<file path="src/rtl/core/epi_pkg.sv">
// Shared types and constants for the envelope point interpolator.
// No dependencies; imported by every module of the block.
`default_nettype none

package epi_pkg;

  // Table size default and compare width (covers 4-bit config indexes and up to 63 points)
  localparam int MAX_POINTS_DEF = 12;
  localparam int CMP_W          = 6;

  // Field widths
  localparam int POS_W  = 16;
  localparam int VAL_W  = 7;
  localparam int OUT_W  = 9;
  localparam int OP_W   = 2;
  localparam int CFGA_W = 3;
  localparam int CFGD_W = 4;

  // Divider: |(pos - p1) * (v2 - v1)| < 2^23
  localparam int NUM_W  = 23;
  localparam int PROD_W = NUM_W + 2;

  // Value limits
  localparam int VAL_MAX = 64;
  localparam logic [OUT_W-1:0] ENV_OFF_VALUE = 9'd256;

  // Request opcodes
  localparam logic [OP_W-1:0] OP_TICK   = 2'd0;
  localparam logic [OP_W-1:0] OP_WRITE  = 2'd1;
  localparam logic [OP_W-1:0] OP_SETPOS = 2'd2;

  // Configuration register indexes
  localparam logic [CFGA_W-1:0] REG_POINT_COUNT = 3'd0;
  localparam logic [CFGA_W-1:0] REG_ENV_FLAGS   = 3'd1;
  localparam logic [CFGA_W-1:0] REG_SUSTAIN     = 3'd2;
  localparam logic [CFGA_W-1:0] REG_LOOP_START  = 3'd3;
  localparam logic [CFGA_W-1:0] REG_LOOP_END    = 3'd4;

  // One envelope point as stored in the table
  typedef struct packed {
    logic [POS_W-1:0] pos;
    logic [VAL_W-1:0] val;
  } point_t;

  // Divider request and result
  typedef struct packed {
    logic             start;
    logic [NUM_W-1:0] num;
    logic [POS_W-1:0] den;
  } div_req_t;

  typedef struct packed {
    logic             done;
    logic [NUM_W-1:0] quot;
  } div_res_t;

endpackage

`default_nettype wire

</file>
<file path="src/rtl/core/epi_point_mem.sv">
// Envelope point table: one write port, one read port with registered data.
// Depends on epi_pkg (point_t).
`default_nettype none

module epi_point_mem #(
  parameter int DEPTH = epi_pkg::MAX_POINTS_DEF,
  parameter int AW    = $clog2(DEPTH)
) (
  input  wire logic            clk,
  input  wire logic            we,
  input  wire logic [AW-1:0]   waddr,
  input  wire epi_pkg::point_t wdata,
  input  wire logic [AW-1:0]   raddr,
  output epi_pkg::point_t      rdata
);
  import epi_pkg::*;

  point_t mem [DEPTH];
  point_t rdata_r;

  // write port
  always_ff @(posedge clk) begin
    if (we) begin
      mem[waddr] <= wdata;
    end
  end

  // read port, registered data
  always_ff @(posedge clk) begin
    rdata_r <= mem[raddr];
  end

  assign rdata = rdata_r;

endmodule

`default_nettype wire

</file>
<file path="src/rtl/core/epi_div.sv">
// Restoring divider, one quotient bit per cycle, unsigned magnitudes.
// Depends on epi_pkg (div_req_t, div_res_t, NUM_W, POS_W).
`default_nettype none

module epi_div (
  input  wire logic              clk,
  input  wire logic              rst_n,
  input  wire epi_pkg::div_req_t req,
  output epi_pkg::div_res_t      res
);
  import epi_pkg::*;

  localparam int CNT_W = $clog2(NUM_W + 1);

  logic             busy_r;
  logic             done_r;
  logic [CNT_W-1:0] cnt_r;
  logic [POS_W-1:0] rem_r;
  logic [NUM_W-1:0] quo_r;
  logic [POS_W-1:0] den_r;

  logic [POS_W:0]   trial;
  logic             ge;

  // trial subtract of the next dividend bit
  always_comb begin
    trial = {rem_r, quo_r[NUM_W-1]};
    ge    = (trial >= {1'b0, den_r});
  end

  // control
  always_ff @(posedge clk) begin
    if (!rst_n) begin
      busy_r <= 1'b0;
      done_r <= 1'b0;
      cnt_r  <= '0;
    end else begin
      done_r <= 1'b0;
      if (req.start) begin
        busy_r <= 1'b1;
        cnt_r  <= CNT_W'(NUM_W);
      end else if (busy_r) begin
        cnt_r <= cnt_r - CNT_W'(1);
        if (cnt_r == CNT_W'(1)) begin
          busy_r <= 1'b0;
          done_r <= 1'b1;
        end
      end
    end
  end

  // datapath: dividend shifts out the top while quotient bits shift in
  always_ff @(posedge clk) begin
    if (req.start) begin
      rem_r <= '0;
      quo_r <= req.num;
      den_r <= req.den;
    end else if (busy_r) begin
      rem_r <= ge ? POS_W'(trial - {1'b0, den_r}) : trial[POS_W-1:0];
      quo_r <= {quo_r[NUM_W-2:0], ge};
    end
  end

  assign res.done = done_r;
  assign res.quot = quo_r;

endmodule

`default_nettype wire

</file>
<file path="src/rtl/core/envelope_point_interpolator.sv">
// Top level of the envelope point interpolator: config registers, sequencer, datapath.
// Depends on epi_pkg, epi_point_mem, epi_div.
//
//   channel | direction | handshake           | payload
//   --------+-----------+---------------------+------------------------------------------
//   in_     | in        | in_valid/in_ready   | op, key_held, point_index/pos/val, new_position
//   out_    | out       | out_valid/out_ready | envelope_value, position_after
//   cfg_    | in        | cfg_valid/cfg_ready | cfg_index, cfg_data
//
// Point writes and set-position requests do not leave the idle state. A tick scans the point table
// from the last point down, one read of the point memory per cycle (s reads, 1..MAX_POINTS),
// then reads four more entries and runs the divider when the segment needs interpolation.
// With envelope off a tick goes straight to finish. Reset is synchronous; the point table is
// not cleared. One request is in flight at a time; a finished result waits in the output
// register and the block stalls before finishing the next tick while it is not taken.
`default_nettype none

module envelope_point_interpolator #(
  parameter int MAX_POINTS = epi_pkg::MAX_POINTS_DEF
) (
  input  wire logic                        clk,
  input  wire logic                        rst_n,
  // request channel
  input  wire logic                        in_valid,
  output logic                             in_ready,
  input  wire logic [epi_pkg::OP_W-1:0]    in_op,
  input  wire logic                        in_key_held,
  input  wire logic [3:0]                  in_point_index,
  input  wire logic [epi_pkg::POS_W-1:0]   in_point_pos,
  input  wire logic [epi_pkg::VAL_W-1:0]   in_point_val,
  input  wire logic [epi_pkg::POS_W-1:0]   in_new_position,
  // result channel
  output logic                             out_valid,
  input  wire logic                        out_ready,
  output logic [epi_pkg::OUT_W-1:0]        out_envelope_value,
  output logic [epi_pkg::POS_W-1:0]        out_position_after,
  // configuration channel
  input  wire logic                        cfg_valid,
  output logic                             cfg_ready,
  input  wire logic [epi_pkg::CFGA_W-1:0]  cfg_index,
  input  wire logic [epi_pkg::CFGD_W-1:0]  cfg_data
);
  import epi_pkg::*;

  localparam int IW    = $clog2(MAX_POINTS);
  localparam int SUM_W = PROD_W;

  // sequencer states
  localparam logic [2:0] S_IDLE   = 3'd0;
  localparam logic [2:0] S_SEARCH = 3'd1;
  localparam logic [2:0] S_AUX    = 3'd2;
  localparam logic [2:0] S_MUL    = 3'd3;
  localparam logic [2:0] S_DSTART = 3'd4;
  localparam logic [2:0] S_DIV    = 3'd5;
  localparam logic [2:0] S_FIN    = 3'd6;

  // saturate config index to the table
  function automatic logic [IW-1:0] clamp_idx(input logic [3:0] k);
    logic [CMP_W-1:0] kx;
    kx = CMP_W'(k);
    if (kx >= CMP_W'(MAX_POINTS)) begin
      return IW'(MAX_POINTS - 1);
    end
    return kx[IW-1:0];
  endfunction

  // saturate interpolated value to 0..64
  function automatic logic [VAL_W-1:0] sat_val(input logic signed [SUM_W-1:0] x);
    if (x < 0) begin
      return '0;
    end
    if (x > $signed(SUM_W'(VAL_MAX))) begin
      return VAL_W'(VAL_MAX);
    end
    return x[VAL_W-1:0];
  endfunction

  // configuration registers
  logic [3:0] point_count_r;
  logic [1:0] env_flags_r;
  logic [3:0] sustain_index_r;
  logic [3:0] loop_start_index_r;
  logic [3:0] loop_end_index_r;

  // control state
  logic [2:0]       state_r, state_nxt;
  logic             out_valid_r;
  logic [POS_W-1:0] run_pos_r;

  // tick working registers
  logic [IW-1:0]    seg_r;
  logic [CMP_W-1:0] n_r;
  logic             first_r;
  logic             key_r;
  logic             off_r;
  logic             has_next_r;
  logic [1:0]       aux_r;
  logic [POS_W-1:0] p1_r, p2_r, last_pos_r, spos_r, epos_r, lspos_r;
  logic [VAL_W-1:0] v1_r, v2_r, val_r;
  logic signed [PROD_W-1:0] prod_r;
  logic [OUT_W-1:0] out_value_r;
  logic [POS_W-1:0] out_pos_r;

  // memory and divider hookup
  logic [IW-1:0] rd_addr;
  point_t        rd_data;
  point_t        wr_data;
  logic          wr_en;
  div_req_t      div_req;
  div_res_t      div_res;

  // decoded request and combinational helpers
  logic             in_acc, tick_acc, setpos_acc, fin_load;
  logic [CMP_W-1:0] n_cfg;
  logic             found, has_next;
  logic [IW-1:0]    next_a, sus_a, lend_a, lstart_a;
  logic signed [POS_W:0]  diff_s;
  logic signed [VAL_W:0]  dv_s;
  logic             interp;
  logic signed [SUM_W-1:0] q_s, sum_s;
  logic             sus_en, loop_en, hold_cur;
  logic [POS_W-1:0] step_pos, pos_new;

  assign in_acc     = in_valid && in_ready;
  assign tick_acc   = in_acc && (in_op == OP_TICK);
  assign setpos_acc = in_acc && (in_op == OP_SETPOS);
  assign fin_load   = (state_r == S_FIN) && (!out_valid_r || out_ready);

  assign in_ready  = (state_r == S_IDLE);
  assign cfg_ready = 1'b1;

  // effective point count
  always_comb begin
    n_cfg = CMP_W'(point_count_r);
    if (n_cfg > CMP_W'(MAX_POINTS)) begin
      n_cfg = CMP_W'(MAX_POINTS);
    end
  end

  // search and auxiliary read addresses
  always_comb begin
    found    = (seg_r == '0) || (rd_data.pos <= run_pos_r);
    has_next = ((CMP_W'(seg_r) + CMP_W'(1)) < n_r);
    next_a   = has_next ? (seg_r + IW'(1)) : seg_r;
    sus_a    = clamp_idx(sustain_index_r);
    lend_a   = clamp_idx(loop_end_index_r);
    lstart_a = clamp_idx(loop_start_index_r);
  end

  // point memory
  assign wr_en = in_acc && (in_op == OP_WRITE) &&
                 (CMP_W'(in_point_index) < CMP_W'(MAX_POINTS));
  assign wr_data.pos = in_point_pos;
  assign wr_data.val = in_point_val;

  epi_point_mem #(
    .DEPTH (MAX_POINTS),
    .AW    (IW)
  ) u_mem (
    .clk   (clk),
    .we    (wr_en),
    .waddr (IW'(in_point_index)),
    .wdata (wr_data),
    .raddr (rd_addr),
    .rdata (rd_data)
  );

  // divider
  assign div_req.start = (state_r == S_DSTART);
  assign div_req.num   = prod_r[PROD_W-1] ? NUM_W'(-prod_r) : NUM_W'(prod_r);
  assign div_req.den   = p2_r - p1_r;

  epi_div u_div (
    .clk   (clk),
    .rst_n (rst_n),
    .req   (div_req),
    .res   (div_res)
  );

  // interpolation terms
  always_comb begin
    diff_s = $signed({1'b0, run_pos_r}) - $signed({1'b0, p1_r});
    dv_s   = $signed({1'b0, v2_r}) - $signed({1'b0, v1_r});
    interp = has_next_r && (run_pos_r != p1_r) && (p2_r > p1_r);
    q_s    = $signed({2'b00, div_res.quot});
    if (prod_r[PROD_W-1]) begin
      q_s = -q_s;
    end
    sum_s  = q_s + $signed(SUM_W'(v1_r));
  end

  // position advance, sustain hold and loop jump
  always_comb begin
    sus_en   = env_flags_r[0];
    loop_en  = env_flags_r[1];
    hold_cur = key_r && sus_en && (run_pos_r == spos_r);
    step_pos = run_pos_r + POS_W'(1);
    pos_new  = run_pos_r;
    if (!off_r && (run_pos_r < last_pos_r) && !hold_cur) begin
      pos_new = step_pos;
      if (loop_en && (step_pos == epos_r) && !(key_r && sus_en && (epos_r == spos_r))) begin
        pos_new = lspos_r;
      end
    end
  end

  // sequencer next state and read address
  always_comb begin
    state_nxt = state_r;
    rd_addr   = '0;
    unique case (state_r)
      S_IDLE: begin
        rd_addr = IW'(n_cfg - CMP_W'(1));
        if (tick_acc) begin
          state_nxt = (n_cfg == '0) ? S_FIN : S_SEARCH;
        end
      end
      S_SEARCH: begin
        if (found) begin
          rd_addr   = next_a;
          state_nxt = S_AUX;
        end else begin
          rd_addr = seg_r - IW'(1);
        end
      end
      S_AUX: begin
        case (aux_r)
          2'd0:    rd_addr = sus_a;
          2'd1:    rd_addr = lend_a;
          default: rd_addr = lstart_a;
        endcase
        if (aux_r == 2'd3) begin
          state_nxt = S_MUL;
        end
      end
      S_MUL: begin
        state_nxt = interp ? S_DSTART : S_FIN;
      end
      S_DSTART: begin
        state_nxt = S_DIV;
      end
      S_DIV: begin
        if (div_res.done) begin
          state_nxt = S_FIN;
        end
      end
      S_FIN: begin
        if (fin_load) begin
          state_nxt = S_IDLE;
        end
      end
      default: begin
        state_nxt = S_IDLE;
      end
    endcase
  end

  // control registers
  always_ff @(posedge clk) begin
    if (!rst_n) begin
      state_r            <= S_IDLE;
      out_valid_r        <= 1'b0;
      run_pos_r          <= '0;
      point_count_r      <= '0;
      env_flags_r        <= '0;
      sustain_index_r    <= '0;
      loop_start_index_r <= '0;
      loop_end_index_r   <= '0;
    end else begin
      state_r <= state_nxt;
      if (fin_load) begin
        out_valid_r <= 1'b1;
        run_pos_r   <= pos_new;
      end else if (out_ready) begin
        out_valid_r <= 1'b0;
      end
      if (setpos_acc) begin
        run_pos_r <= in_new_position;
      end
      // config register writes
      if (cfg_valid && cfg_ready) begin
        unique case (cfg_index)
          REG_POINT_COUNT: point_count_r      <= cfg_data;
          REG_ENV_FLAGS:   env_flags_r        <= cfg_data[1:0];
          REG_SUSTAIN:     sustain_index_r    <= cfg_data;
          REG_LOOP_START:  loop_start_index_r <= cfg_data;
          REG_LOOP_END:    loop_end_index_r   <= cfg_data;
          default: ;
        endcase
      end
    end
  end

  // tick datapath registers
  always_ff @(posedge clk) begin
    unique case (state_r)
      S_IDLE: begin
        if (tick_acc) begin
          n_r     <= n_cfg;
          seg_r   <= IW'(n_cfg - CMP_W'(1));
          key_r   <= in_key_held;
          off_r   <= (n_cfg == '0);
          first_r <= 1'b1;
        end
      end
      S_SEARCH: begin
        first_r <= 1'b0;
        if (first_r) begin
          last_pos_r <= rd_data.pos;
        end
        if (found) begin
          p1_r       <= rd_data.pos;
          v1_r       <= rd_data.val;
          has_next_r <= has_next;
          aux_r      <= 2'd0;
        end else begin
          seg_r <= seg_r - IW'(1);
        end
      end
      S_AUX: begin
        aux_r <= aux_r + 2'd1;
        case (aux_r)
          2'd0: begin
            p2_r <= rd_data.pos;
            v2_r <= rd_data.val;
          end
          2'd1:    spos_r  <= rd_data.pos;
          2'd2:    epos_r  <= rd_data.pos;
          default: lspos_r <= rd_data.pos;
        endcase
      end
      S_MUL: begin
        prod_r <= PROD_W'(diff_s * dv_s);
        if (!interp) begin
          val_r <= sat_val($signed(SUM_W'(v1_r)));
        end
      end
      S_DIV: begin
        if (div_res.done) begin
          val_r <= sat_val(sum_s);
        end
      end
      S_FIN: begin
        if (fin_load) begin
          out_value_r <= off_r ? ENV_OFF_VALUE : {val_r, 2'b00};
          out_pos_r   <= pos_new;
        end
      end
      default: ;
    endcase
  end

  assign out_valid          = out_valid_r;
  assign out_envelope_value = out_value_r;
  assign out_position_after = out_pos_r;

  // a result is never above 256 and always a multiple of four
  a_out_range: assert property (@(posedge clk) disable iff (!rst_n)
    out_valid_r |-> (out_value_r <= ENV_OFF_VALUE) && (out_value_r[1:0] == 2'b00))
    else $error("envelope value out of range");

  // finishing with a free output register publishes the result and returns to idle
  a_fin_load: assert property (@(posedge clk) disable iff (!rst_n)
    (state_r == S_FIN) && !out_valid_r |=> out_valid_r && (state_r == S_IDLE))
    else $error("tick did not complete");

  // running position moves only on set-position or tick completion
  a_pos_stable: assert property (@(posedge clk) disable iff (!rst_n)
    !setpos_acc && !fin_load |=> $stable(run_pos_r))
    else $error("running position changed unexpectedly");

  // divider completes only while the sequencer waits for it
  a_div_done: assert property (@(posedge clk) disable iff (!rst_n)
    div_res.done |-> (state_r == S_DIV))
    else $error("divider done outside divide state");

endmodule

`default_nettype wire

</file>
<file path="config.mk">
export PLATFORM = sky130hd
export DESIGN_NAME = envelope_point_interpolator
export DESIGN_NICKNAME = d
export VERILOG_FILES = /design/src/rtl/core/epi_pkg.sv /design/src/rtl/core/epi_point_mem.sv /design/src/rtl/core/epi_div.sv /design/src/rtl/core/envelope_point_interpolator.sv
export SDC_FILE = /design/constraint.sdc
export NUM_CORES = 1
export LEC_CHECK = 0
export BUFFER_PORTS_ARGS = -buffer_cell sky130_fd_sc_hd__buf_2
export CORE_ASPECT_RATIO = 0.5
export CORE_MARGIN = 2
export CORE_UTILIZATION = 61
export CTS_CLUSTER_DIAMETER = 200
export DETAILED_ROUTE_END_ITERATION = 6
export PLACE_DENSITY_LB_ADDON = 0.12
export SETUP_SLACK_MARGIN = 0.15
export SYNTH_ARGS = -nofsm -noshare
export SYNTH_HDL_FRONTEND = slang
export SYNTH_SLANG_ARGS = --single-unit
</file>
<file path="constraint.sdc">
create_clock -name clk -period 9.7 [get_ports clk]
set_input_delay 1.455 -clock clk [delete_from_list [all_inputs] [get_ports clk]]
set_output_delay 1.455 -clock clk [all_outputs]
set_load 0.05 [all_outputs]
</file>
=== Yosys cells after proc, flatten, opt, wreduce, memory -nomap -nowiden ===
Memories as Yosys holds them, arrays and structs flattened. A register that Yosys moved wholly into a read port is not among the register bits.
Index checks and enable logic that the tools add are counted.

* Logic and storage cells: 215
* RAM bits: 276
* Output and inout port bits: 28
* Memories kept: 1
* Input port bits: 58
* Register bits: 283

{| class="wikitable"
|+ Memories
! name !! words !! bits a word !! rd ports !! clocked after Yosys merged registers in !! wr ports !! RTL line !! source
|-
| u_mem.mem || 12 || 23 || 1 || 1 || 1 || epi_point_mem.sv:18 || <nowiki>point_t mem [DEPTH];</nowiki>
|}

* Equality and inequality tests: 27
* Reduce and logical (&&, ||, !) cells: 54
* Bitwise logic cells: 3
* Magnitude comparators: 13
* Add/sub/neg operators: 14
* Mux-type cells: 67
* $mul: 1

{| class="wikitable"
|+ Operators by type and width
! cell !! count
|-
| two-way mux 16 bit || 5
|-
| two-way mux 23 bit || 3
|-
| two-way mux 7 bit || 8
|-
| == test 16 bit || 3
|-
| two-way mux 4 bit || 11
|-
| subtractor 16 bit || 2
|-
| AND reduction 2 bit || 15
|-
| adder 25 x 8 -> 25 bit || 1
|-
| > comparator 25 x 8 -> 1 bit (second input constant) || 1
|-
| less-than comparator 25 x 1 -> 1 bit (second input constant) || 1
|-
| multiplier 17 x 8 -> 25 bit || 1
|-
| two-way mux 25 bit || 1
|-
| negator 23 -> 25 bit || 1
|-
| negator 23 bit || 1
|-
| two-way mux 1 bit || 22
|-
| case mux 3 bit (7 select lines) || 1
|-
| two-way mux 3 bit || 6
|-
| greater-or-equal comparator 17 x 16 -> 1 bit || 1
|-
| subtractor 16 x 16 -> 17 bit || 1
|-
| adder 16 x 1 -> 16 bit (second input constant) || 1
|-
| > comparator 16 bit || 1
|-
| less-or-equal comparator 16 bit || 1
|-
| less-than comparator 16 bit || 1
|-
| != test 16 bit || 1
|-
| other kinds (39) || 89
|}

=== Logic depth before layout (Yosys ltp) ===
* Depth in word-level cells: 14
* Depth in mapped cells: 33
* Depth with buffers taken out: 32

=== Cells and area by module ===
Synthesis repeated with hierarchy kept, for this count alone.

* Cell total of the unflattened synthesis: 2,782
* Area, all modules: 33,026.7 um2

{| class="wikitable"
|+ Modules (own cells, without submodules)
! module !! area an instance (um2) !! sequential area each (um2) !! cells an instance !! times used
|-
| envelope_point_interpolator || 18,745.5 || 6,105.9 || 1,989 || 1
|-
| epi_point_mem || 10,896.7 || 8,748.4 || 482 || 1
|-
| epi_div || 3,384.5 || 1,631.6 || 311 || 1
|}

=== Worst setup path before layout ===
OpenSTA, ideal clock, no wires.

* Kind: register to register
* Start: register run_pos_r[0]
* End: register prod_r[24], data pin
* Required time: 9.434 ns
* Path slack: 2.539 ns
* Setup time: 0.266 ns
* Stages on the path, launching flop included: 33
* Path buffers: 1
* Clock period less this slack: 7.161 ns
* Arrival time: 6.895 ns
* Cell sequence: dfxtp_1 clkbuf_1 inv_1 ha_1 inv_1 fa_1 a21o_1 a21oi_1 o21bai_1 a21o_1 a21oi_1 inv_1 a21oi_1 xor2_1 nand2b_1 fa_1 inv_1 fa_1 fa_1 inv_1 fa_1 inv_1 ha_1 o21ai_0 nand2_1 nand2_1 a21oi_1 o2111a_1 a2111oi_0 nor3_1 a41o_1 o41ai_1 xnor2_1

* Longest elaborated chain between the ends: 2

{| class="wikitable"
|+ RTL lines
! element !! RTL line !! source
|-
| from (decl) || envelope_point_interpolator.sv:88 || <nowiki>logic [POS_W-1:0] run_pos_r;</nowiki>
|-
| from (signal assigned) || envelope_point_interpolator.sv:273 || <nowiki>run_pos_r <= pos_new;</nowiki>
|-
| from (signal assigned) || envelope_point_interpolator.sv:278 || <nowiki>run_pos_r <= in_new_position;</nowiki>
|-
| subtractor 16 x 16 -> 17 bit || envelope_point_interpolator.sv:182 || <nowiki>diff_s = $signed({1'b0, run_pos_r}) - $signed({1'b0, p1_r});</nowiki>
|-
| multiplier 17 x 8 -> 25 bit || envelope_point_interpolator.sv:333 || <nowiki>prod_r <= PROD_W'(diff_s * dv_s);</nowiki>
|-
| to (signal assigned) || envelope_point_interpolator.sv:333 ||
|-
| to (decl) || envelope_point_interpolator.sv:100 || <nowiki>logic signed [PROD_W-1:0] prod_r;</nowiki>
|}

No other way between the ends.
A chain may end at the register's enable or synchronous reset.

=== Final worst setup path ===
* Start: register run_pos_r[1]
* End: register prod_r[24], data pin

The elaborated chain is that of the path after synthesis.

==> impl_metrics.py <==
metrics = {
    "min_path": {
        "min_to": "v1_r[2]$_DFFE_PP_",
        "holdPathStages": 0,
        "holdCritStartpoint": "u_mem.rdata[2]$_DFF_P_",
        "hold_path_class": "reg -> reg",
    },
    "yosys": {
        "synth_top_area_cell": "edfxtp_1",
        "yosysMostFrequentCell": "edfxtp_1",
        "synth_top_area_share": 0.4489,
        "synth_area_leaders": "edfxtp_1, fa_1, ha_1",
        "async_flop_share": 0,
        "synth_seq_cells": 577,
        "syn_inst": 2859,
        "yosys_warnings": 0,
        "synthFlopType": "edfxtp_1",
        "ys_types": 91,
        "ys_seq_area_frac": 0.4998,
        "synth_edf_count": 493,
        "syn_area_sq_um": 32980,
        "syn_area_per_cell_sq_um": 11.54,
        "synth_common_cells": "edfxtp_1, inv_1, nand2_1, nor2_1, ha_1",
    },
    "placed_design": {
        "numPortBuffers": 82,
        "dp_hpwl_um": 53020,
        "gp_congestion": 0.9269,
    },
    "worst_setup_path": {
        "r2r.worst_path.cells": 24,
        "cp.arrival_ns": 8.43,
        "r2r_start": "run_pos_r[1]$_SDFFE_PN0P_",
        "crit_path_start_kind": "flip-flop",
        "r2r_slack_ns": 1.61,
        "cp.required_ns": 10.04,
        "r2r_end": "prod_r[24]$_DFFE_PP_",
        "end_kind": "flip-flop",
        "critPathMaxFanout": 11,
        "crit_type": "reg -> reg",
    },
    "global_routing": {
        "grtUsageMet3": 0.04780,
        "grt_util_met1": 0.3681,
        "antenna_found_initial": 4,
        "grt_usage": 0.2732,
        "use_met2": 0.4556,
        "grt_max_degree": 139,
        "grt_overflow": 0,
        "grt_first_pass_wirelength_um": 118800,
        "grt_pass1_vias": 21350,
        "grt-busiest-layer": "met2",
    },
    "sta": {
        "fin_crit_ns": 8.093,
        "worst_pin_slew_ns": 1.253,
        "slew_headroom": 0.1528,
        "hold_viol_final": 0,
        "fin_tns_setup_ns": 0,
        "fin_crit_sh": 0.8343,
        "drv_slew": 0,
        "fin_skew_ns": 0.01620,
        "setup_viol": 0,
        "max_freq_ghz": 0.1236,
        "rsz0062_at_grt": "false",
    },
    "clock_tree": {
        "cts.sinks": 577,
        "cts-root-buf": "clkbuf_16",
        "path_clk_slew_ns": 0.07,
        "cts_buffers": 51,
        "htree_levels": 2,
        "ctsResizeCount": 0,
        "ctsHoldBuffers": 0,
        "cts_tree": "yes",
        "clockBufferDepth": 3,
        "postCtsSetupRepairBufs": 0,
        "clk-insertion-delay-late_ns": 0.60,
    },
    "detailed_routing": {
        "drtIter0Drc": 1952,
        "vias": 21770,
        "drt-total-wl_um": 76380,
        "drc_errors": 0,
        "vias_per_cell": 5.937,
        "first_pass_iters": 6,
        "drtAntennaViolNets": 0,
        "wl_per_cell_um": 20.83,
    },
    "floorplanning": {
        "dieWidth_um": 332.8,
        "core_area_sq_um": 53600,
        "dieArea_sq_um": 56060,
        "num_rows": 60,
        "io_pins": 86,
        "start_util": 0.6153,
        "die_h_um": 168.4,
    },
    "finish": {
        "syn_to_final_growth_pct": 8.979,
        "fin_nets": 3238,
        "drive_above_1_share": 0.1023,
        "nFillCells": 3987,
    },
    "job": {
        "cap_violations": 0,
    },
    "run_status": {
        "status": "finished clean",
    },
}
==> sequential cells by signal, indices dropped and copies added, names as in the netlist, 5 cells and up <==
| signal | flops |
|---|---|
| u_div.cnt_r | 5 |
| p1_r | 16 |
| last_pos_r | 16 |
| u_mem.rdata | 23 |
| u_div.rem_r | 16 |
| prod_r | 24 |
| p2_r | 16 |
| u_mem.mem | 276 |
| run_pos_r | 16 |
| u_div.den_r | 16 |
| out_position_after | 16 |
| out_envelope_value | 7 |
| val_r | 7 |
| epos_r | 16 |
| v2_r | 7 |
| lspos_r | 16 |
| u_div.quo_r | 23 |
| spos_r | 16 |
| v1_r | 7 |
==> kinds of logic (layout without fill, tap and decap cells) <==
group,after synthesis,in the layout,share of synthesized area
compound gates,499,499,0.1072
xor+xnor,182,182,0.04833
fa+ha+maj,270,270,0.1286
buf+inv,432,525,0.05038
flops,577,577,0.4998
mux,191,191,0.06036
other cells,2,4,0.0002277
simple gates,706,706,0.1051
==> worst max-delay path, cell delays in order, from the launching register on <==
cell and delay [ns]:
dfxtp_1 0.61, ha_1 0.33, nor2b_1 0.14, o21ai_0 0.22, a21boi_1 0.14, o21a_1 0.19
o21ai_1 0.17, a21oi_1 0.12, o31ai_1 0.68, mux2i_1 0.19, a2111oi_2 0.91, nor2_1 0.14
fa_1 0.54, inv_1 0.05, fa_1 0.46, fa_1 0.52, fa_1 0.54, inv_1 0.04
ha_1 0.22, or3_1 0.34, a2111oi_0 0.36, nor3_1 0.16, a41o_1 0.29, o41ai_1 0.35
xnor2_1 0.12
==> worst max-delay path by stage <==
stage                                          from                   end  cells past startpoint
after floorplan           run_pos_r[0]$_SDFFE_PN0P_  prod_r[24]$_DFFE_PP_                     32
after global placement    run_pos_r[0]$_SDFFE_PN0P_  prod_r[24]$_DFFE_PP_                     31
after detailed placement  run_pos_r[1]$_SDFFE_PN0P_  prod_r[24]$_DFFE_PP_                     24
after CTS                 run_pos_r[1]$_SDFFE_PN0P_  prod_r[24]$_DFFE_PP_                     24
after global routing      run_pos_r[1]$_SDFFE_PN0P_  prod_r[24]$_DFFE_PP_                     24
final                     run_pos_r[1]$_SDFFE_PN0P_  prod_r[24]$_DFFE_PP_                     24
==> cells in the final DEF (no fill, tap or decap), types with 24 or more instances in the layout <==
| master | count |
|---|---|
| edfxtp_1 | 493 |
| nor2_1 | 192 |
| dfxtp_1 | 84 |
| a21o_1 | 35 |
| nor2b_1 | 42 |
| mux2_2 | 50 |
| a211oi_1 | 56 |
| nor3_1 | 33 |
| buf_2 | 82 |
| fa_1 | 115 |
| ha_1 | 155 |
| buf_4 | 36 |
| a311o_1 | 24 |
| nand3_1 | 32 |
| clkbuf_16 | 52 |
| nand2_1 | 203 |
| a21oi_1 | 78 |
| inv_1 | 306 |
| nand4_1 | 37 |
| mux2i_1 | 131 |
| o221ai_1 | 25 |
| o21ai_0 | 103 |
| xnor2_1 | 124 |
| xor2_1 | 58 |
| nand2b_1 | 29 |
==> metrics by stage <==
step                  util  instance area (sq um)  cells  setup slack [ns]  hold slack (ns)
floorplan                -                  32990   2860             2.539           0.4037
global placement    0.6380                  34200   3570             1.994           0.4100
detailed placement  0.6380                  34200   3570             1.718           0.4156
global route        0.6705                  35940   3666             1.198           0.4493
CTS                 0.6705                  35940   3666             1.691           0.4340
finish              0.6706                  35940   3667             1.607           0.4314
==> final cells by class <==
class,instances,area (sq um),share of cell area
Clock inverter,20,244.0,0.006788
Multi-Input combinational cell,1851,14950,0.4160
Antenna cell,1,2.502,0.00006962
Sequential cell,577,16490,0.4587
Timing Repair Buffer,119,700.7,0.01949
Clock buffer,76,1501,0.04177
Tap cell,713,892.1,0.02482
Inverter,310,1164,0.03237
==> per-layer routing <==
metal / vias up / wire [um]
met5: - / 7
met4: 2 / 2246
met3: 132 / 5120
met2: 706 / 36080
met1: 10620 / 32930
li1: 10320 / -
Power is not shown: default switching activity piles up to over one toggle a cycle in this logic, so the estimate is an artifact.
